File: src/rtl/renc_pkg.sv
// Package for the RV64I instruction encoder: mnemonic codes, base opcodes,
// funct tables, layout and error enums, and the structs passed between stages.
// Depends on nothing.
package renc_pkg;

	// Mnemonic codes that bound each group of the input code space.
	localparam logic [5:0] MN_ADD   = 6'd0;
	localparam logic [5:0] MN_AND   = 6'd9;
	localparam logic [5:0] MN_ADDI  = 6'd10;
	localparam logic [5:0] MN_ANDI  = 6'd15;
	localparam logic [5:0] MN_SLLI  = 6'd16;
	localparam logic [5:0] MN_SRLI  = 6'd17;
	localparam logic [5:0] MN_SRAI  = 6'd18;
	localparam logic [5:0] MN_LB    = 6'd19;
	localparam logic [5:0] MN_LD    = 6'd22;
	localparam logic [5:0] MN_JALR  = 6'd23;
	localparam logic [5:0] MN_SB    = 6'd24;
	localparam logic [5:0] MN_SD    = 6'd27;
	localparam logic [5:0] MN_BEQ   = 6'd28;
	localparam logic [5:0] MN_BGEU  = 6'd33;
	localparam logic [5:0] MN_LUI   = 6'd34;
	localparam logic [5:0] MN_AUIPC = 6'd35;
	localparam logic [5:0] MN_JAL   = 6'd36;

	// Major opcodes of the base ISA.
	localparam logic [6:0] OPC_OP     = 7'h33;
	localparam logic [6:0] OPC_OPIMM  = 7'h13;
	localparam logic [6:0] OPC_LOAD   = 7'h03;
	localparam logic [6:0] OPC_JALR   = 7'h67;
	localparam logic [6:0] OPC_STORE  = 7'h23;
	localparam logic [6:0] OPC_BRANCH = 7'h63;
	localparam logic [6:0] OPC_LUI    = 7'h37;
	localparam logic [6:0] OPC_AUIPC  = 7'h17;
	localparam logic [6:0] OPC_JAL    = 7'h6f;
	localparam logic [6:0] F7_ALT     = 7'h20;

	localparam logic [2:0] F3_ZERO = 3'd0;
	localparam logic [2:0] F3_SLL  = 3'd1;
	localparam logic [2:0] F3_SR   = 3'd5;

	localparam logic [2:0] R_F3 [10] = '{3'd0, 3'd0, 3'd1, 3'd2, 3'd3,
		3'd4, 3'd5, 3'd5, 3'd6, 3'd7};
	// Set for sub and sra, which carry the alternate funct7.
	localparam logic R_ALT [10] = '{1'b0, 1'b1, 1'b0, 1'b0, 1'b0,
		1'b0, 1'b0, 1'b1, 1'b0, 1'b0};
	localparam logic [2:0] IA_F3 [6] = '{3'd0, 3'd2, 3'd3, 3'd4, 3'd6, 3'd7};
	localparam logic [2:0] BR_F3 [6] = '{3'd0, 3'd1, 3'd4, 3'd5, 3'd6, 3'd7};

	typedef enum logic [2:0] {
		FMT_NONE  = 3'd0,
		FMT_R     = 3'd1,
		FMT_I     = 3'd2,
		FMT_SHIFT = 3'd3,
		FMT_S     = 3'd4,
		FMT_B     = 3'd5,
		FMT_U     = 3'd6,
		FMT_J     = 3'd7
	} fmt_t;

	typedef enum logic [2:0] {
		ERR_OK    = 3'd0,
		ERR_IMM   = 3'd1,
		ERR_SHAMT = 3'd2,
		ERR_RANGE = 3'd3,
		ERR_ALIGN = 3'd4
	} err_t;

	typedef struct packed {
		fmt_t        fmt;
		logic [6:0]  base_opc;
		logic [2:0]  funct3;
		logic        alt;
		logic [4:0]  rd;
		logic [4:0]  rs1;
		logic [4:0]  rs2;
		logic [31:0] imm;
		logic [31:0] rel;
	} dec_t;

	typedef struct packed {
		dec_t dec;
		err_t err;
	} chk_t;

	localparam int IN_BITS  = 88;
	localparam int OUT_BITS = 40;

endpackage

File: src/rtl/rv64i_instruction_encoder.sv
// RV64I instruction encoder, top level: three-stage pipeline of decode, check and pack.
// An accepted item is registered in the decode, then check, then pack stage before output.
// Throughput is one item per cycle while the output takes items; each stage holds one
// item and advances when the stage after it is empty or moving, so bubbles close up
// behind a stalled output. Reset clears the three stage valid bits; payload registers
// are not reset. Depends on renc_pkg, renc_decode, renc_check and renc_pack.
module rv64i_instruction_encoder (
	input  logic        clk,
	input  logic        arst_n,
	input  logic        s_axis_tvalid,
	output logic        s_axis_tready,
	// [5:0] opcode, [10:6] dest_reg, [15:11] src1_reg, [20:16] src2_reg,
	// [52:21] immediate, [84:53] rel_offset, [87:85] zero
	input  logic [renc_pkg::IN_BITS-1:0]  s_axis_tdata,
	output logic        m_axis_tvalid,
	input  logic        m_axis_tready,
	// [31:0] machine_word, [34:32] error_code, [39:35] zero
	output logic [renc_pkg::OUT_BITS-1:0] m_axis_tdata
);

	logic           v1;
	logic           r2;
	renc_pkg::dec_t d1;
	logic           v2;
	logic           r3;
	renc_pkg::chk_t c2;
	logic [31:0]    machine_word;
	logic [2:0]     error_code;

	renc_decode u_decode (
		.clk        (clk),
		.arst_n     (arst_n),
		.in_valid   (s_axis_tvalid),
		.in_ready   (s_axis_tready),
		.opcode     (s_axis_tdata[5:0]),
		.dest_reg   (s_axis_tdata[10:6]),
		.src1_reg   (s_axis_tdata[15:11]),
		.src2_reg   (s_axis_tdata[20:16]),
		.immediate  (s_axis_tdata[52:21]),
		.rel_offset (s_axis_tdata[84:53]),
		.out_valid  (v1),
		.out_ready  (r2),
		.out_data   (d1)
	);

	renc_check u_check (
		.clk       (clk),
		.arst_n    (arst_n),
		.in_valid  (v1),
		.in_ready  (r2),
		.in_data   (d1),
		.out_valid (v2),
		.out_ready (r3),
		.out_data  (c2)
	);

	renc_pack u_pack (
		.clk          (clk),
		.arst_n       (arst_n),
		.in_valid     (v2),
		.in_ready     (r3),
		.in_data      (c2),
		.out_valid    (m_axis_tvalid),
		.out_ready    (m_axis_tready),
		.machine_word (machine_word),
		.error_code   (error_code)
	);

	assign m_axis_tdata = {5'd0, error_code, machine_word};

endmodule

File: src/rtl/renc_decode.sv
// First pipeline stage of the RV64I encoder: decodes the mnemonic into layout,
// major opcode, funct3 and funct7 selection. Depends on renc_pkg.
module renc_decode (
	input  logic             clk,
	input  logic             arst_n,
	input  logic             in_valid,
	output logic             in_ready,
	input  logic [5:0]       opcode,
	input  logic [4:0]       dest_reg,
	input  logic [4:0]       src1_reg,
	input  logic [4:0]       src2_reg,
	input  logic [31:0]      immediate,
	input  logic [31:0]      rel_offset,
	output logic             out_valid,
	input  logic             out_ready,
	output renc_pkg::dec_t   out_data
);

	logic           valid_s1;
	renc_pkg::dec_t dec_s1;
	renc_pkg::dec_t dec_nx;
	logic [5:0]     off_r;
	logic [5:0]     off_ia;
	logic [5:0]     off_ld;
	logic [5:0]     off_st;
	logic [5:0]     off_br;

	assign in_ready  = !valid_s1 || out_ready;
	assign out_valid = valid_s1;
	assign out_data  = dec_s1;

	assign off_r  = opcode - renc_pkg::MN_ADD;
	assign off_ia = opcode - renc_pkg::MN_ADDI;
	assign off_ld = opcode - renc_pkg::MN_LB;
	assign off_st = opcode - renc_pkg::MN_SB;
	assign off_br = opcode - renc_pkg::MN_BEQ;

	always_comb begin
		dec_nx          = '0;
		dec_nx.fmt      = renc_pkg::FMT_NONE;
		dec_nx.rd       = dest_reg;
		dec_nx.rs1      = src1_reg;
		dec_nx.rs2      = src2_reg;
		dec_nx.imm      = immediate;
		dec_nx.rel      = rel_offset;
		case (opcode) inside
			[renc_pkg::MN_ADD:renc_pkg::MN_AND]: begin
				dec_nx.fmt      = renc_pkg::FMT_R;
				dec_nx.base_opc = renc_pkg::OPC_OP;
				dec_nx.funct3   = renc_pkg::R_F3[off_r[3:0]];
				dec_nx.alt      = renc_pkg::R_ALT[off_r[3:0]];
			end
			[renc_pkg::MN_ADDI:renc_pkg::MN_ANDI]: begin
				dec_nx.fmt      = renc_pkg::FMT_I;
				dec_nx.base_opc = renc_pkg::OPC_OPIMM;
				dec_nx.funct3   = renc_pkg::IA_F3[off_ia[2:0]];
			end
			[renc_pkg::MN_SLLI:renc_pkg::MN_SRAI]: begin
				dec_nx.fmt      = renc_pkg::FMT_SHIFT;
				dec_nx.base_opc = renc_pkg::OPC_OPIMM;
				dec_nx.funct3   = (opcode == renc_pkg::MN_SLLI) ?
					renc_pkg::F3_SLL : renc_pkg::F3_SR;
				dec_nx.alt      = (opcode == renc_pkg::MN_SRAI);
			end
			[renc_pkg::MN_LB:renc_pkg::MN_LD]: begin
				dec_nx.fmt      = renc_pkg::FMT_I;
				dec_nx.base_opc = renc_pkg::OPC_LOAD;
				dec_nx.funct3   = off_ld[2:0];
			end
			renc_pkg::MN_JALR: begin
				dec_nx.fmt      = renc_pkg::FMT_I;
				dec_nx.base_opc = renc_pkg::OPC_JALR;
				dec_nx.funct3   = renc_pkg::F3_ZERO;
			end
			[renc_pkg::MN_SB:renc_pkg::MN_SD]: begin
				dec_nx.fmt      = renc_pkg::FMT_S;
				dec_nx.base_opc = renc_pkg::OPC_STORE;
				dec_nx.funct3   = off_st[2:0];
			end
			[renc_pkg::MN_BEQ:renc_pkg::MN_BGEU]: begin
				dec_nx.fmt      = renc_pkg::FMT_B;
				dec_nx.base_opc = renc_pkg::OPC_BRANCH;
				dec_nx.funct3   = renc_pkg::BR_F3[off_br[2:0]];
			end
			renc_pkg::MN_LUI: begin
				dec_nx.fmt      = renc_pkg::FMT_U;
				dec_nx.base_opc = renc_pkg::OPC_LUI;
			end
			renc_pkg::MN_AUIPC: begin
				dec_nx.fmt      = renc_pkg::FMT_U;
				dec_nx.base_opc = renc_pkg::OPC_AUIPC;
			end
			renc_pkg::MN_JAL: begin
				dec_nx.fmt      = renc_pkg::FMT_J;
				dec_nx.base_opc = renc_pkg::OPC_JAL;
			end
			default: begin
				dec_nx.fmt = renc_pkg::FMT_NONE;
			end
		endcase
	end

	always_ff @(posedge clk or negedge arst_n) begin
		if (!arst_n) begin
			valid_s1 <= 1'b0;
		end else if (in_ready) begin
			valid_s1 <= in_valid;
		end
	end

	always_ff @(posedge clk) begin
		if (in_ready && in_valid) begin
			dec_s1 <= dec_nx;
		end
	end

endmodule

File: src/rtl/renc_check.sv
// Second pipeline stage of the RV64I encoder: immediate width, shift amount,
// offset range and offset alignment checks. Depends on renc_pkg.
module renc_check (
	input  logic           clk,
	input  logic           arst_n,
	input  logic           in_valid,
	output logic           in_ready,
	input  renc_pkg::dec_t in_data,
	output logic           out_valid,
	input  logic           out_ready,
	output renc_pkg::chk_t out_data
);

	logic           valid_s2;
	renc_pkg::chk_t chk_s2;
	renc_pkg::err_t err_nx;
	logic           imm_fits12;
	logic           shamt_ok;
	logic           rel_fits13;
	logic           rel_fits21;

	assign in_ready  = !valid_s2 || out_ready;
	assign out_valid = valid_s2;
	assign out_data  = chk_s2;

	// A value fits n signed bits when every bit from n-1 upward equals the sign.
	assign imm_fits12 = (in_data.imm[31:11] == {21{in_data.imm[31]}});
	assign shamt_ok   = (in_data.imm[31:6] == 26'd0);
	assign rel_fits13 = (in_data.rel[31:12] == {20{in_data.rel[31]}});
	assign rel_fits21 = (in_data.rel[31:20] == {12{in_data.rel[31]}});

	always_comb begin
		err_nx = renc_pkg::ERR_OK;
		case (in_data.fmt)
			renc_pkg::FMT_I, renc_pkg::FMT_S: begin
				if (!imm_fits12) err_nx = renc_pkg::ERR_IMM;
			end
			renc_pkg::FMT_SHIFT: begin
				if (!shamt_ok) err_nx = renc_pkg::ERR_SHAMT;
			end
			renc_pkg::FMT_B: begin
				if (!rel_fits13) err_nx = renc_pkg::ERR_RANGE;
				else if (in_data.rel[0]) err_nx = renc_pkg::ERR_ALIGN;
			end
			renc_pkg::FMT_J: begin
				if (!rel_fits21) err_nx = renc_pkg::ERR_RANGE;
				else if (in_data.rel[0]) err_nx = renc_pkg::ERR_ALIGN;
			end
			default: begin
				err_nx = renc_pkg::ERR_OK;
			end
		endcase
	end

	always_ff @(posedge clk or negedge arst_n) begin
		if (!arst_n) begin
			valid_s2 <= 1'b0;
		end else if (in_ready) begin
			valid_s2 <= in_valid;
		end
	end

	always_ff @(posedge clk) begin
		if (in_ready && in_valid) begin
			chk_s2.dec <= in_data;
			chk_s2.err <= err_nx;
		end
	end

endmodule

File: src/rtl/renc_pack.sv
// Third pipeline stage of the RV64I encoder: places the fields into the chosen
// layout and forces the word to zero on error. Depends on renc_pkg.
module renc_pack (
	input  logic           clk,
	input  logic           arst_n,
	input  logic           in_valid,
	output logic           in_ready,
	input  renc_pkg::chk_t in_data,
	output logic           out_valid,
	input  logic           out_ready,
	output logic [31:0]    machine_word,
	output logic [2:0]     error_code
);

	logic           valid_s3;
	logic [31:0]    word_s3;
	renc_pkg::err_t err_s3;
	renc_pkg::dec_t d;
	logic [31:0]    word_nx;
	logic [6:0]     f7;

	assign d         = in_data.dec;
	assign in_ready  = !valid_s3 || out_ready;
	assign out_valid = valid_s3;
	assign machine_word = word_s3;
	assign error_code   = err_s3;

	assign f7 = d.alt ? renc_pkg::F7_ALT : 7'd0;

	always_comb begin
		case (d.fmt)
			renc_pkg::FMT_R:
				word_nx = {f7, d.rs2, d.rs1, d.funct3, d.rd, d.base_opc};
			renc_pkg::FMT_I:
				word_nx = {d.imm[11:0], d.rs1, d.funct3, d.rd, d.base_opc};
			renc_pkg::FMT_SHIFT:
				// Bit 5 of the shift amount sits in the lowest funct7 bit.
				word_nx = {f7 | {6'd0, d.imm[5]}, d.imm[4:0], d.rs1, d.funct3,
					d.rd, d.base_opc};
			renc_pkg::FMT_S:
				word_nx = {d.imm[11:5], d.rs2, d.rs1, d.funct3, d.imm[4:0],
					d.base_opc};
			renc_pkg::FMT_B:
				word_nx = {d.rel[12], d.rel[10:5], d.rs2, d.rs1, d.funct3,
					d.rel[4:1], d.rel[11], d.base_opc};
			renc_pkg::FMT_U:
				word_nx = {d.imm[31:12], d.rd, d.base_opc};
			renc_pkg::FMT_J:
				word_nx = {d.rel[20], d.rel[10:1], d.rel[11], d.rel[19:12],
					d.rd, d.base_opc};
			default:
				word_nx = 32'd0;
		endcase
		if (in_data.err != renc_pkg::ERR_OK) word_nx = 32'd0;
	end

	always_ff @(posedge clk or negedge arst_n) begin
		if (!arst_n) begin
			valid_s3 <= 1'b0;
		end else if (in_ready) begin
			valid_s3 <= in_valid;
		end
	end

	always_ff @(posedge clk) begin
		if (in_ready && in_valid) begin
			word_s3 <= word_nx;
			err_s3  <= in_data.err;
		end
	end

endmodule

File: config.mk
export PLATFORM = sky130hd
export DESIGN_NAME = rv64i_instruction_encoder
export DESIGN_NICKNAME = d
export VERILOG_FILES = /design/src/rtl/renc_pkg.sv /design/src/rtl/rv64i_instruction_encoder.sv /design/src/rtl/renc_decode.sv /design/src/rtl/renc_check.sv /design/src/rtl/renc_pack.sv
export SDC_FILE = /design/constraint.sdc
export NUM_CORES = 1
export LEC_CHECK = 0
export BUFFER_PORTS_ARGS = -buffer_cell sky130_fd_sc_hd__buf_2
export CAP_MARGIN = 40
export CELL_PAD_IN_SITES_DETAIL_PLACEMENT = 2
export CELL_PAD_IN_SITES_GLOBAL_PLACEMENT = 2
export CORE_MARGIN = 3
export CORE_UTILIZATION = 40
export CTS_CLUSTER_DIAMETER = 50
export CTS_CLUSTER_SIZE = 30
export DETAILED_ROUTE_END_ITERATION = 8
export PLACE_DENSITY = 0.78
export SYNTH_ARGS = -nofsm -noshare
export SYNTH_HDL_FRONTEND = slang
export SYNTH_SLANG_ARGS = --single-unit
File: constraint.sdc
create_clock -name clk -period 3.7 [get_ports clk]
set_input_delay 0.74 -clock clk [delete_from_list [all_inputs] [get_ports clk]]
set_output_delay 0.74 -clock clk [all_outputs]
set_load 0.005 [all_outputs]
# Word level (Yosys, flattened, before mapping)
# Memory sizes are Yosys's and may differ from the RTL's.
# Index checks and enable logic that the tools add are counted.
[totals]
reg_bits = 216
memories = 4
mem_bits_ro = 112
wordCells = 143
output_inout_bits = 42
[memory_table]
columns = ["name", "depth", "word_bits", "rd", "rd_ports_with_merged_regs", "wr", "line", "source"]
rows = [
  ["(no name shown)", 16, 3, 1, 0, 0, "renc_decode.sv:50", "dec_nx.funct3 = renc_pkg::R_F3[off_r[3:0]];"],
  ["(no name shown)", 8, 3, 1, 0, 0, "renc_decode.sv:56", "dec_nx.funct3 = renc_pkg::IA_F3[off_ia[2:0]];"],
  ["(no name shown)", 8, 3, 1, 0, 0, "renc_decode.sv:83", "dec_nx.funct3 = renc_pkg::BR_F3[off_br[2:0]];"],
  ["(no name shown)", 16, 1, 1, 0, 0, "renc_decode.sv:51", "dec_nx.alt = renc_pkg::R_ALT[off_r[3:0]];"],
]
[op_classes]
n_lt_le_gt_ge = 15
n_mux = 45
n_reduce_logical = 22
n_addsub = 4
n_bitwise = 4
eq_ne = 21
[ops]
columns = ["operator", "count"]
rows = [
  ["case mux 32 bit (7 select lines)", 1],
  ["2-to-1 mux 3 bit", 22],
  ["2-to-1 mux 7 bit", 6],
  ["logical NOT 26 bit", 1],
  ["greater-or-equal comparator 6 x 5 -> 1 bit (second input constant)", 4],
  ["2-to-1 mux 6 bit", 4],
  ["equality test 3 bit (second input constant)", 7],
  ["equality test 20 bit", 1],
  ["equality test 19 bit", 1],
  ["equality test 6 x 5 -> 1 bit (second input constant)", 3],
  ["equality test 6 bit (second input constant)", 3],
  ["less-or-equal comparator 6 x 5 -> 1 bit (second input constant)", 3],
  ["equality test 3 x 2 -> 1 bit (second input constant)", 4],
  ["less-or-equal comparator 6 x 4 -> 1 bit (second input constant)", 2],
  ["case mux 3 bit (4 select lines)", 1],
  ["equality test 11 bit", 1],
  ["2-to-1 mux 2 bit", 5],
  ["logical AND 1 bit", 9],
  ["OR reduction 9 bit", 1],
  ["greater-or-equal comparator 4 bit (second input constant)", 2],
  ["NOT 3 -> 4 bit", 2],
  ["bitwise OR 7 x 1 -> 7 bit", 1],
  ["greater-or-equal comparator 6 x 1 -> 1 bit (second input constant)", 1],
  ["greater-or-equal comparator 6 x 4 -> 1 bit (second input constant)", 1],
  ["other kinds (15)", 25],
]

# Longest topological paths before layout
# Gate-level depths: netlist of run 1.
[logic_depth]
ltp_word = 12
mapped_depth = 8
mapped_depth_nobuf = 7

# Modules after synthesis
# A second synthesis of run 1 with hierarchy kept.
[hier_totals]
cells_unflattened = 516
area_unflattened_um2 = 8674.6
[modules_own_cells]
columns = ["mod", "instances", "cells_per_inst", "area_per_inst_um2", "seq_area_each_um2"]
rows = [
  ["renc_decode", 1, 188, 3408.3, 2787.7],
  ["renc_check", 1, 154, 3246.9, 2907.8],
  ["renc_pack", 1, 168, 1978.1, 1076.0],
  ["rv64i_instruction_encoder", 1, 6, 41.3, 0.0],
]

# Worst setup path before layout of run 1
# No wires, ideal clock.
[synth_path]
kind = "input port to flip-flop"
from = "in m_axis_tready"
to = "reg u_decode.dec_s1 (netlist bit u_decode.out_data[0]), enable pin"
slack_ps = 166
n_path_buf = 0
path_stages = 3
setup_time_ps = 461
t_arrival_ps = 3072
path_cell_list = "nor2b_1 -> nand3_1 -> and2_1"
[synth_via]
elab_chain_len = 4
[synth_lines]
columns = ["item", "line", "source"]
rows = [
  ["start, declared", "rv64i_instruction_encoder.sv:16", "input logic m_axis_tready,"],
  ["logical OR 1 bit", "renc_pack.sv:23", "assign in_ready = !valid_s3 || out_ready;"],
  ["logical OR 1 bit", "renc_check.sv:22", "assign in_ready = !valid_s2 || out_ready;"],
  ["logical OR 1 bit", "renc_decode.sv:28", "assign in_ready = !valid_s1 || out_ready;"],
  ["named net s_axis_tready", "rv64i_instruction_encoder.sv:11", "output logic s_axis_tready,"],
  ["logical AND 1 bit", "renc_decode.sv:112", "if (in_ready && in_valid) begin"],
  ["end signal, assigned", "renc_decode.sv:113", "dec_s1 <= dec_nx;"],
  ["end, declared", "renc_decode.sv:20", "renc_pkg::dec_t dec_s1;"],
]
# The timed path passes the listed nets, and every way through them passes these cells.
# A chain may end at the register's enable or synchronous reset.

# Worst setup path after layout of run 1
[layout_path]
from = "reg u_decode.dec_s1 (netlist bit u_decode.out_data[14])"
to = "reg u_check.chk_s2 (netlist bit u_check.out_data[0]), data pin"
[layout_via]
elab_chain_len = 3
[layout_lines]
columns = ["item", "line", "source"]
rows = [
  ["equality test 19 bit", "renc_check.sv:29", "assign rel_fits13 = (in_data.rel[31:12] == {20{in_data.rel[31]}});"],
  ["2-to-1 mux 3 bit", "renc_check.sv:42", "if (!rel_fits13) err_nx = renc_pkg::ERR_RANGE;"],
  ["case mux 3 bit (4 select lines)", "renc_check.sv:34", "case (in_data.fmt)"],
  ["named net u_check.err_nx[0]", "renc_check.sv:16", "renc_pkg::err_t err_nx;"],
  ["end, declared", "renc_check.sv:15", "renc_pkg::chk_t chk_s2;"],
]
# The timed path passes the listed nets, and every way through them passes these cells.

==> results.py, run 1 <==
metrics = {
    "timing": {
        "final-max-slew-violation-count": 0,
        "period_share_pct": 63.0,
        "max_slew_margin_pct": 46.8,
        "setup_tns_ps": 0,
        "rsz0062_at_grt": "false",
        "setup_viol": 0,
        "hold_ws_ps": 384,
        "period_minus_slack_ps": 2330,
        "fin_worst_skew_ps": 15.9,
        "worst_pin_slew_ps": 798,
        "max_freq_mhz": 429,
        "hold_viol_final": 0,
    },
    "drt": {
        "wl_um": 23900,
        "num_vias": 4949,
        "drt_first_pass_iters": 4,
        "drt_iter0_markers": 364,
        "viasPerCell": 5.41,
        "postRouteAntennaNets": 0,
        "drt_drc_violations_left": 0,
        "wl_per_cell_um": 26.1,
    },
    "layout": {
        "layout-drive-gt1-share_pct": 31.6,
        "fin_cells": 915,
        "syn2layout_area_growth_pct": 21.1,
        "nets": 732,
    },
    "pwr": {
        "ir_drop_v": 0.000355,
        "total_power_mw": 5.92,
        "p_per_area_nw_per_um2": 593,
        "leakage_nw": 3.67,
    },
    "logic_synthesis": {
        "muxShareOfSynthArea_pct": 2.99,
        "synth-simple-area-share_pct": 8.68,
        "synthAdderAreaFrac_pct": 1.37,
        "synth_edf_count": 209,
        "synth_xor_area_share_pct": 0.213,
        "synth_top_family_by_area": "simple AND/OR/NAND/NOR gates",
        "synth_top_area_share_pct": 76.1,
        "seq_area_frac_synth_pct": 77.1,
        "synth_most_common_cell": "edfxtp_1",
        "synth_ff_type": "edfxtp_1",
        "synth_common_cells": "edfxtp_1 (209), nor2_1 (35), nand2_1 (21)",
        "yosys.area.top_type": "edfxtp_1",
        "synth-seq-cells": 212,
        "synth_cell_types": 57,
        "async_reset_ff_share_pct": 1.42,
        "synth_area_um2": 8240,
        "synth_compound_area_share_pct": 7.30,
        "yosys-top-cells-area": "edfxtp_1 (76%), mux2i_1 (2.3%), nor2_1 (1.6%)",
        "yosys_warnings": 0,
        "syn_inst": 490,
        "avgSynthCellArea_um2": 16.8,
    },
    "grt": {
        "antenna_found_initial": 3,
        "grt_max_degree": 58,
        "grt_pass1_vias": 5554,
        "grt_overflow": 0,
        "grt_use_total_pct": 21.0,
        "grt_pass1_wl_um": 35100,
    },
    "clock_network": {
        "cts.sinks": 212,
        "clock_latency_ps": 530,
        "htreeDepth": 1,
        "ctsLongestPathBuffers": 3,
        "post_cts_buffers": 0,
        "cts_tree": "built",
        "clk_pin_slew_ps": 80,
        "cts_made_buffers": 23,
        "root_buffer": "clkbuf_16",
    },
    "min_path": {
        "min-delay-start": "s_axis_tdata[37]",
        "min_to": "u_decode.out_data[48]",
        "min_path_type": "input port to register",
        "holdPathStages": 1,
    },
    "place": {
        "dp_hpwl_um": 15800,
        "gp_congestion": 0.825,
        "dp_cells": 868,
        "numPortBuffers": 125,
    },
    "floorplan": {
        "ios": 134,
        "die_area_um2": 22400,
        "fp.dieH_um": 150,
        "start_util_pct": 41.5,
        "chipWidth_um": 150,
        "core_area_um2": 19800,
        "rows": 51,
    },
    "worst_setup_path": {
        "crit_fanout": 3,
        "regToRegEndpoint": "u_check.out_data[0]",
        "worst_r2r_path_depth": 5,
        "path_class": "register to register",
        "r2r_start": "u_decode.out_data[14]",
        "rrSetupSlack_ps": 1370,
        "startpoint_type": "register",
        "critPathArrivalTime_ps": 2590,
        "endpoint_kind": "register",
        "cp.required_ps": 3960,
    },
    "flow_run": {
        "max_cap_viol_count": 0,
    },
    "outcome": {
        "status": "complete, no violations",
    },
}
[worst max-delay path by stage]
stage / to / startpoint / slack [ps] / depth (start not counted)
floorplan: u_decode.out_data[0] / m_axis_tready / 170 / 3
global placement: u_decode.out_data[91] / s_axis_tdata[2] / 1090 / 8
detailed placement: u_decode.out_data[91] / s_axis_tdata[2] / 910 / 8
CTS: u_check.out_data[0] / u_decode.out_data[14] / 1330 / 5
global route: u_pack.machine_word[28] / u_check.out_data[95] / 1260 / 6
finish: u_check.out_data[0] / u_decode.out_data[14] / 1370 / 5
[power by group]
part	switching [mW]	internal (mW)
Sequential	0.113	2.90
Clock	1.17	1.24
Combinational	0.327	0.179
Total	1.61	4.31
[sequential cells by signal (all words and copies together) (netlist names)]
register	cells
u_pack.out_valid	1
u_decode.out_valid	1
u_pack.machine_word	31
u_decode.out_data	92
u_check.out_valid	1
u_check.out_data	83
u_pack.error_code	3
[worst max-delay path: stages, from the launching register on]
cell,delay [ps]
edfxtp_1,430
or4_1,580
nor4_1,550
o32ai_1,210
nand3_1,180
o31ai_1,120
[routing by layer]
layer  GRT usage [%]  up-vias  routed length [µm]
li1                -     2196                   -
met1            26.5     2562                9880
met2            37.4      145               12300
met3            3.73       42                1120
met4            5.45        4                 581
met5               0        -                  30
[cell type report]
class / instances / area, µm²
antenna: 2 / 5.00
clock buffer: 23 / 576
clock inverter: 19 / 234
fill: 1825 / 9860
inverter: 9 / 33.8
multi-input combinational: 249 / 1720
sequential: 212 / 6350
tap: 265 / 332
timing repair buffer: 136 / 733
[cell usage in the layout, fill, tap and decap left out, types with 3 or more instances in the layout]
cell type / Yosys / layout
a211oi_1: 7 / 7
a211oi_2: 8 / 8
a21oi_1: 9 / 9
a21oi_2: 3 / 3
a22oi_1: 8 / 8
a31oi_1: 5 / 5
and2_1: 12 / 9
and2_4: 1 / 3
buf_2: 7 / 125
buf_4: 10 / 7
clkbuf_16: 0 / 23
clkinv_8: 0 / 8
conb_1: 1 / 5
dfrtp_1: 3 / 3
edfxtp_1: 209 / 209
ha_1: 9 / 9
inv_1: 8 / 8
inv_8: 0 / 3
mux2_2: 5 / 5
mux2i_1: 19 / 19
nand2_1: 21 / 21
nand2b_1: 5 / 5
nand3_1: 7 / 7
nand3b_1: 5 / 5
nand4_1: 9 / 9
nor2_1: 35 / 35
nor2b_1: 7 / 7
nor3_1: 5 / 5
nor4_1: 11 / 11
o211ai_1: 5 / 5
o21ai_0: 4 / 4
o21ai_1: 5 / 5
o22ai_1: 3 / 3
o31ai_1: 3 / 3
or2_2: 3 / 3
[cell families (layout without fill, tap and decap cells)]
kind of cell	after synthesis	in the layout
adder cells (fa/ha/maj)	9	9
AO/OA/AOI/OAI	77	77
multiplexers	24	24
buffers and inverters	33	187
XOR/XNOR	2	2
AND/OR/NAND/NOR	132	132
other	1	7
flip-flops	212	212
[metrics by stage]
stage / setup WS [ps] / instance area [µm²] / util (%)
3_5_place_dp: 910 / 9130 / 46.0
5_1_grt: 1260 / 9980 / 50.3
6_report: 1370 / 9980 / 50.3
4_1_cts: 1330 / 9950 / 50.2
3_3_place_gp: 1090 / 9130 / 46.0
2_1_floorplan: 166 / 8260 / -
[repair_timing]
action	CTS	global route
hold buffers	1	0
gates resized for setup	0	0
hold endpoints to repair	3	0
No activity file was read; power rests on OpenSTA's default activity.
==> inputs of run 2 (changes only) <==
--- a/config.mk
+++ b/config.mk
@@ -5,16 +5,17 @@
 export SDC_FILE = /design/constraint.sdc
 export NUM_CORES = 1
 export LEC_CHECK = 0
+export ABC_AREA = 1
 export BUFFER_PORTS_ARGS = -buffer_cell sky130_fd_sc_hd__buf_2
 export CAP_MARGIN = 40
 export CELL_PAD_IN_SITES_DETAIL_PLACEMENT = 2
 export CELL_PAD_IN_SITES_GLOBAL_PLACEMENT = 2
 export CORE_MARGIN = 3
-export CORE_UTILIZATION = 40
+export CORE_UTILIZATION = 35
 export CTS_CLUSTER_DIAMETER = 50
 export CTS_CLUSTER_SIZE = 30
 export DETAILED_ROUTE_END_ITERATION = 8
-export PLACE_DENSITY = 0.78
+export PLACE_DENSITY = 0.76
 export SYNTH_ARGS = -nofsm -noshare
 export SYNTH_HDL_FRONTEND = slang
 export SYNTH_SLANG_ARGS = --single-unit
==> constraint.sdc (replaced) <==
create_clock -name clk -period 2.1 [get_ports clk]
set_input_delay 0.42 -clock clk [delete_from_list [all_inputs] [get_ports clk]]
set_output_delay 0.42 -clock clk [all_outputs]
set_load 0.005 [all_outputs]
==> run 2 against run 1 <==
Critical endpoint is now u_pack.machine_word[31]. Largest power group unchanged. Area after synthesis is 0.96% higher. Via count is 8.7% higher. Maximum frequency is 18% higher. Wire length is 5.1% lower.
==> results.py, run 2 <==
metrics = {
    "outcome": {
        "status": "complete, no violations",
    },
    "logic_synthesis": {
        "seq_area_frac_synth_pct": 76.3,
        "synth_cell_types": 37,
        "synthAdderAreaFrac_pct": 1.35,
        "synth_most_common_cell": "edfxtp_1",
        "syn_inst": 622,
        "yosys.area.top_type": "edfxtp_1",
        "synth_edf_count": 209,
        "yosys-top-cells-area": "edfxtp_1 (75%), nand2_1 (6.0%), inv_1 (3.7%)",
        "synth_common_cells": "edfxtp_1 (209), nand2_1 (132), inv_1 (82)",
        "synth_compound_area_share_pct": 4.86,
        "synth_area_um2": 8320,
        "muxShareOfSynthArea_pct": 0,
        "avgSynthCellArea_um2": 13.4,
        "synth_top_family_by_area": "simple AND/OR/NAND/NOR gates",
        "synth_top_area_share_pct": 75.4,
        "synth-seq-cells": 212,
        "synth_xor_area_share_pct": 0,
        "async_reset_ff_share_pct": 1.42,
        "yosys_warnings": 0,
        "synth-simple-area-share_pct": 12.6,
        "synth_ff_type": "edfxtp_1",
    },
    "worst_setup_path": {
        "endpoint_kind": "register",
        "crit_fanout": 13,
        "crit_cells": 8,
        "worst_r2r_path_depth": 8,
        "cpPeakStageDelay_ps": 510,
        "critical-path-top-delay-family": "flip-flops",
        "critPathArrivalTime_ps": 2220,
        "cp_cell_sequence": "nand2_2, inv_1, nand2_1, inv_1, nand2_1, o21ai_0, a221oi_1, nor2_1",
        "crit_buf_inv": 2,
        "startpoint_type": "register",
        "crit_slowest_cell": "edfxtp_1",
        "path_class": "register to register",
        "rrSetupSlack_ps": 120,
        "cp.required_ps": 2340,
    },
    "clock_network": {
        "cts.sinks": 212,
        "cts_made_buffers": 22,
        "cts_tree": "built",
        "clk_pin_slew_ps": 70,
        "root_buffer": "clkbuf_16",
        "htreeDepth": 1,
        "clock_latency_ps": 510,
        "ctsLongestPathBuffers": 3,
    },
    "grt": {
        "grt_pass1_wl_um": 35200,
        "antenna_found_initial": 0,
        "grt_use_total_pct": 17.5,
        "grt_overflow": 0,
        "grt_pass1_vias": 6123,
        "grt_max_degree": 51,
    },
    "pwr": {
        "ir_drop_v": 0.000551,
        "p_sw_mw": 2.95,
        "leakage_nw": 4.18,
        "intPower_mw": 8.11,
        "clockPowerShare_pct": 34.7,
        "comb_power_share_pct": 13.3,
        "sw_frac_of_total_pct": 26.7,
        "seqPwrFrac_pct": 52.0,
        "p_per_area_nw_per_um2": 1080,
    },
    "drt": {
        "num_vias": 5382,
        "drt_iter0_markers": 323,
        "viasPerCell": 4.86,
        "drt_drc_violations_left": 0,
        "wl_um": 22700,
        "drt_first_pass_iters": 4,
        "wl_per_cell_um": 20.5,
        "postRouteAntennaNets": 0,
    },
    "timing": {
        "hold_ws_ps": 88.4,
        "max_freq_mhz": 505,
        "hold_viol_final": 0,
        "period_minus_slack_ps": 1980,
        "setup_ws_ps": 119,
        "period_share_pct": 94.4,
        "rsz0062_at_grt": "false",
        "setup_viol": 0,
        "final-max-slew-violation-count": 0,
        "fin_worst_skew_ps": 10.2,
    },
    "layout": {
        "layout_commonest_cell": "edfxtp_1",
        "layout-drive-gt1-share_pct": 24.8,
        "nets": 880,
        "syn2layout_area_growth_pct": 22.9,
        "largest_reg_flops": 92,
        "layout.cells.most_common_list": "edfxtp_1 (209), nand2_1 (129), buf_2 (125), inv_1 (79), nor2_1 (42)",
        "final_cell_area_um2": 10200,
        "n_antenna_cell": 0,
        "finalCoreUtilization_pct": 44.5,
    },
    "floorplan": {
        "fp.dieH_um": 160,
        "chipWidth_um": 160,
        "ios": 134,
        "die_area_um2": 25700,
        "core_area_um2": 23000,
        "rows": 55,
        "start_util_pct": 36.2,
    },
    "place": {
        "gp_congestion": 0.817,
        "placed_area_um2": 9480,
        "dp_slack_ps": -5.91,
        "numPortBuffers": 125,
        "dp_hpwl_um": 16400,
    },
    "min_path": {
        "holdPathStages": 1,
        "min_path_type": "input port to register",
    },
    "flow_run": {
        "max_cap_viol_count": 0,
    },
}
-- run 2: worst paths after layout --
| path | from | end |
|---|---|---|
| setup / recovery | u_check.out_data[95] | u_pack.machine_word[31] |
| hold / removal | s_axis_tdata[59] | u_decode.out_data[6] |
| setup reg to reg | u_check.out_data[95] | u_pack.machine_word[31] |
| hold reg to reg | u_decode.out_data[82] | u_check.out_data[85] |
| max in group asynchronous | arst_n | u_pack.out_valid |
| min in group asynchronous | arst_n | u_decode.out_valid |
-- run 2: what timing repair did --
item | 4_1_cts | 5_1_grt
setup buffers | 0 | 2
resized for setup | 0 | 1
hold buffers | 1 | 0
endpoints found under the hold margin | 3 | 0
setup endpoints to repair | 0 | 2
-- run 2: kinds of logic after synthesis --
kind of cell | count (synthesis)
AOI/OAI and AO/OA | 61
adders and majority gates | 9
buffers and inverters | 97
DFF | 212
other | 1
and+or+nand+nor | 242
-- run 2: layer usage --
metal / share of wire (%) / up-vias / GRT usage (%) / wire length [µm]
met4: 2.0 / 0 / 4.46 / 453
met3: 4.5 / 34 / 2.83 / 1020
li1: - / 2495 / - / -
met1: 40 / 2721 / 20.7 / 9050
met2: 54 / 132 / 32.9 / 12100
met5: 0 / - / 0 / 0
-- run 2: power groups by stage --
stage                     Sequential (mW)  Combinational [mW]  Clock (mW)
final                                5.75                1.48        3.84
after floorplan                      5.75               0.730           0
after CTS                            5.76                1.48        3.93
after global placement               5.78                1.35           0
after detailed placement             5.84                1.46           0
after global routing                 5.81                1.63        4.11
-- run 2: stage by stage --
stage	instances	power, mW	setup TNS, ps
4_1_cts	1106	11.2	0
3_5_place_dp	1065	7.30	-6.57
5_1_grt	1108	11.6	0
2_1_floorplan	626	6.48	-59190
6_report	1108	11.1	0
3_3_place_gp	1065	7.13	0
-- run 2: layout make-up --
type,instances,area (µm²)
clock buffer,26,587
multi-input combinational,317,1620
fill,2366,12800
clock inverter,14,123
tap,313,392
inverter,85,342
timing repair buffer,141,811
sequential,212,6350
==> inputs of run 3 (changes only) <==
--- a/config.mk
+++ b/config.mk
@@ -15,6 +15,7 @@
 export CTS_CLUSTER_DIAMETER = 50
 export CTS_CLUSTER_SIZE = 30
 export DETAILED_ROUTE_END_ITERATION = 8
+export MAX_ROUTING_LAYER = met4
 export PLACE_DENSITY = 0.76
 export SYNTH_ARGS = -nofsm -noshare
 export SYNTH_HDL_FRONTEND = slang
==> run 3 against run 2 <==
Critical path depth stayed put. Critical path type unchanged. Register-to-register slack hardly changed. Final area stayed put.
==> results.py, run 3 (synthesis results as in run 2) <==
metrics = {
    "worst_setup_path": {
        "cpPeakStageDelay_ps": 510,
        "crit_fanout": 13,
        "critPathArrivalTime_ps": 2210,
        "endpoint_kind": "register",
        "cp_cell_sequence": "nand2_2, inv_1, nand2_1, inv_1, nand2_1, o21ai_0, a221oi_1, nor2_1",
        "startpoint_type": "register",
        "cp.required_ps": 2340,
        "crit_slowest_cell": "edfxtp_1",
        "path_class": "register to register",
    },
    "timing": {
        "max_freq_mhz": 507,
        "hold_viol_final": 0,
        "period_minus_slack_ps": 1970,
        "hold_ws_ps": 90.4,
        "fin_worst_skew_ps": 9.41,
        "period_share_pct": 93.9,
        "rsz0062_at_grt": "false",
        "final-max-slew-violation-count": 0,
        "setup_viol": 0,
        "setup_tns_ps": 0,
    },
    "floorplan": {
        "rows": 55,
        "core_area_um2": 23000,
        "fp.dieH_um": 160,
        "chipWidth_um": 160,
        "ios": 134,
        "die_area_um2": 25700,
        "start_util_pct": 36.2,
    },
    "place": {
        "placed_area_um2": 9480,
        "dp_hpwl_um": 16400,
        "dp_cells": 1065,
        "numPortBuffers": 125,
        "gp_congestion": 0.829,
    },
    "grt": {
        "grt_use_total_pct": 18.0,
        "grt_max_degree": 51,
        "grt_pass1_wl_um": 35300,
        "antenna_found_initial": 0,
        "grt_pass1_vias": 6123,
        "grt_overflow": 0,
    },
    "pwr": {
        "ir_drop_v": 0.000551,
        "total_power_mw": 11.0,
        "p_per_area_nw_per_um2": 1080,
        "leakage_nw": 4.18,
    },
    "clock_network": {
        "cts_tree": "built",
        "cts_made_buffers": 22,
        "clk_pin_slew_ps": 70,
        "clock_latency_ps": 500,
        "ctsLongestPathBuffers": 3,
        "cts.sinks": 212,
        "root_buffer": "clkbuf_16",
        "htreeDepth": 1,
    },
    "min_path": {
        "min_path_type": "input port to register",
    },
    "layout": {
        "layout_commonest_cell": "edfxtp_1",
        "largest_reg_flops": 92,
        "layout.cells.most_common_list": "edfxtp_1 (209), nand2_1 (129), buf_2 (125), inv_1 (79), nor2_1 (42)",
        "syn2layout_area_growth_pct": 22.9,
        "fillers": 2366,
        "n_antenna_cell": 0,
        "fin_cells": 1108,
        "final_cell_area_um2": 10200,
        "nets": 880,
        "layout-drive-gt1-share_pct": 24.8,
    },
    "flow_run": {
        "max_cap_viol_count": 0,
    },
    "drt": {
        "drt_first_pass_iters": 4,
        "num_vias": 5378,
        "wl_per_cell_um": 20.4,
        "postRouteAntennaNets": 0,
        "drt_drc_violations_left": 0,
        "viasPerCell": 4.85,
        "drt_iter0_markers": 326,
        "wl_um": 22600,
    },
    "outcome": {
        "status": "complete, no violations",
    },
}
==> run 3: cell counts in the layout (fill, tap and decap cells not counted) <==
No cell type changed its count.
==> run 3: per-stage QoR <==
step,utilization [%],setup slack (ps)
global placement,41.3,121
global route,44.5,2.14
detailed placement,41.3,-5.91
finish,44.5,129
floorplan,-,-405
CTS,44.4,42.9
==> run 3: where the power goes <==
part / total (mW) / leakage (nW) / switching, mW / internal (mW)
Combinational: 1.47 / 1.78 / 0.974 / 0.493
Sequential: 5.75 / 2.07 / 0.295 / 5.45
Clock: 3.82 / 0.336 / 1.66 / 2.16
Total: 11.0 / 4.18 / 2.93 / 8.11
==> run 3: cell type report <==
class / count / area, µm² / area share [%]
Inverter: 85 / 342 / 3.34
Multi-Input combinational cell: 317 / 1620 / 15.8
Timing Repair Buffer: 141 / 811 / 7.93
Tap cell: 313 / 392 / 3.83
Clock buffer: 26 / 587 / 5.74
Clock inverter: 14 / 123 / 1.20
Sequential cell: 212 / 6350 / 62.1
==> run 3: final timing paths <==
kind / startpoint / endpoint / slack, ps / depth (start not counted)
worst max-delay path: u_check.out_data[95] / u_pack.machine_word[31] / 130 / 8
worst min-delay path: s_axis_tdata[59] / u_decode.out_data[6] / 90 / 1
worst max register to register: u_check.out_data[95] / u_pack.machine_word[31] / 130 / 8
worst min register to register: u_decode.out_data[82] / u_check.out_data[85] / 420 / 0
max in group asynchronous: arst_n / u_pack.out_valid / 1730 / 2
min in group asynchronous: arst_n / u_decode.out_valid / 260 / 2
==> run 3: repair_timing <==
action	CTS	global route
setup buffers	0	2
endpoints found under the setup margin	0	2
hold endpoints to repair	3	0
resized for setup	0	1
hold buffers	1	0
==> run 3: routing by layer <==
metal	vias up	GRT usage, %	part of all wire, %
li1	2492	-	-
met1	2713	20.8	39
met2	144	32.9	54
met3	29	2.75	5.0
met4	0	4.46	1.8
met5	-	-	0
==> run 3: worst max-delay path: cells and delay by family (launching register included) <==
kind / cells / cell delay, ps
simple gates: 4 / 490
compound gates: 2 / 440
flops: 1 / 510
buf+inv: 2 / 270
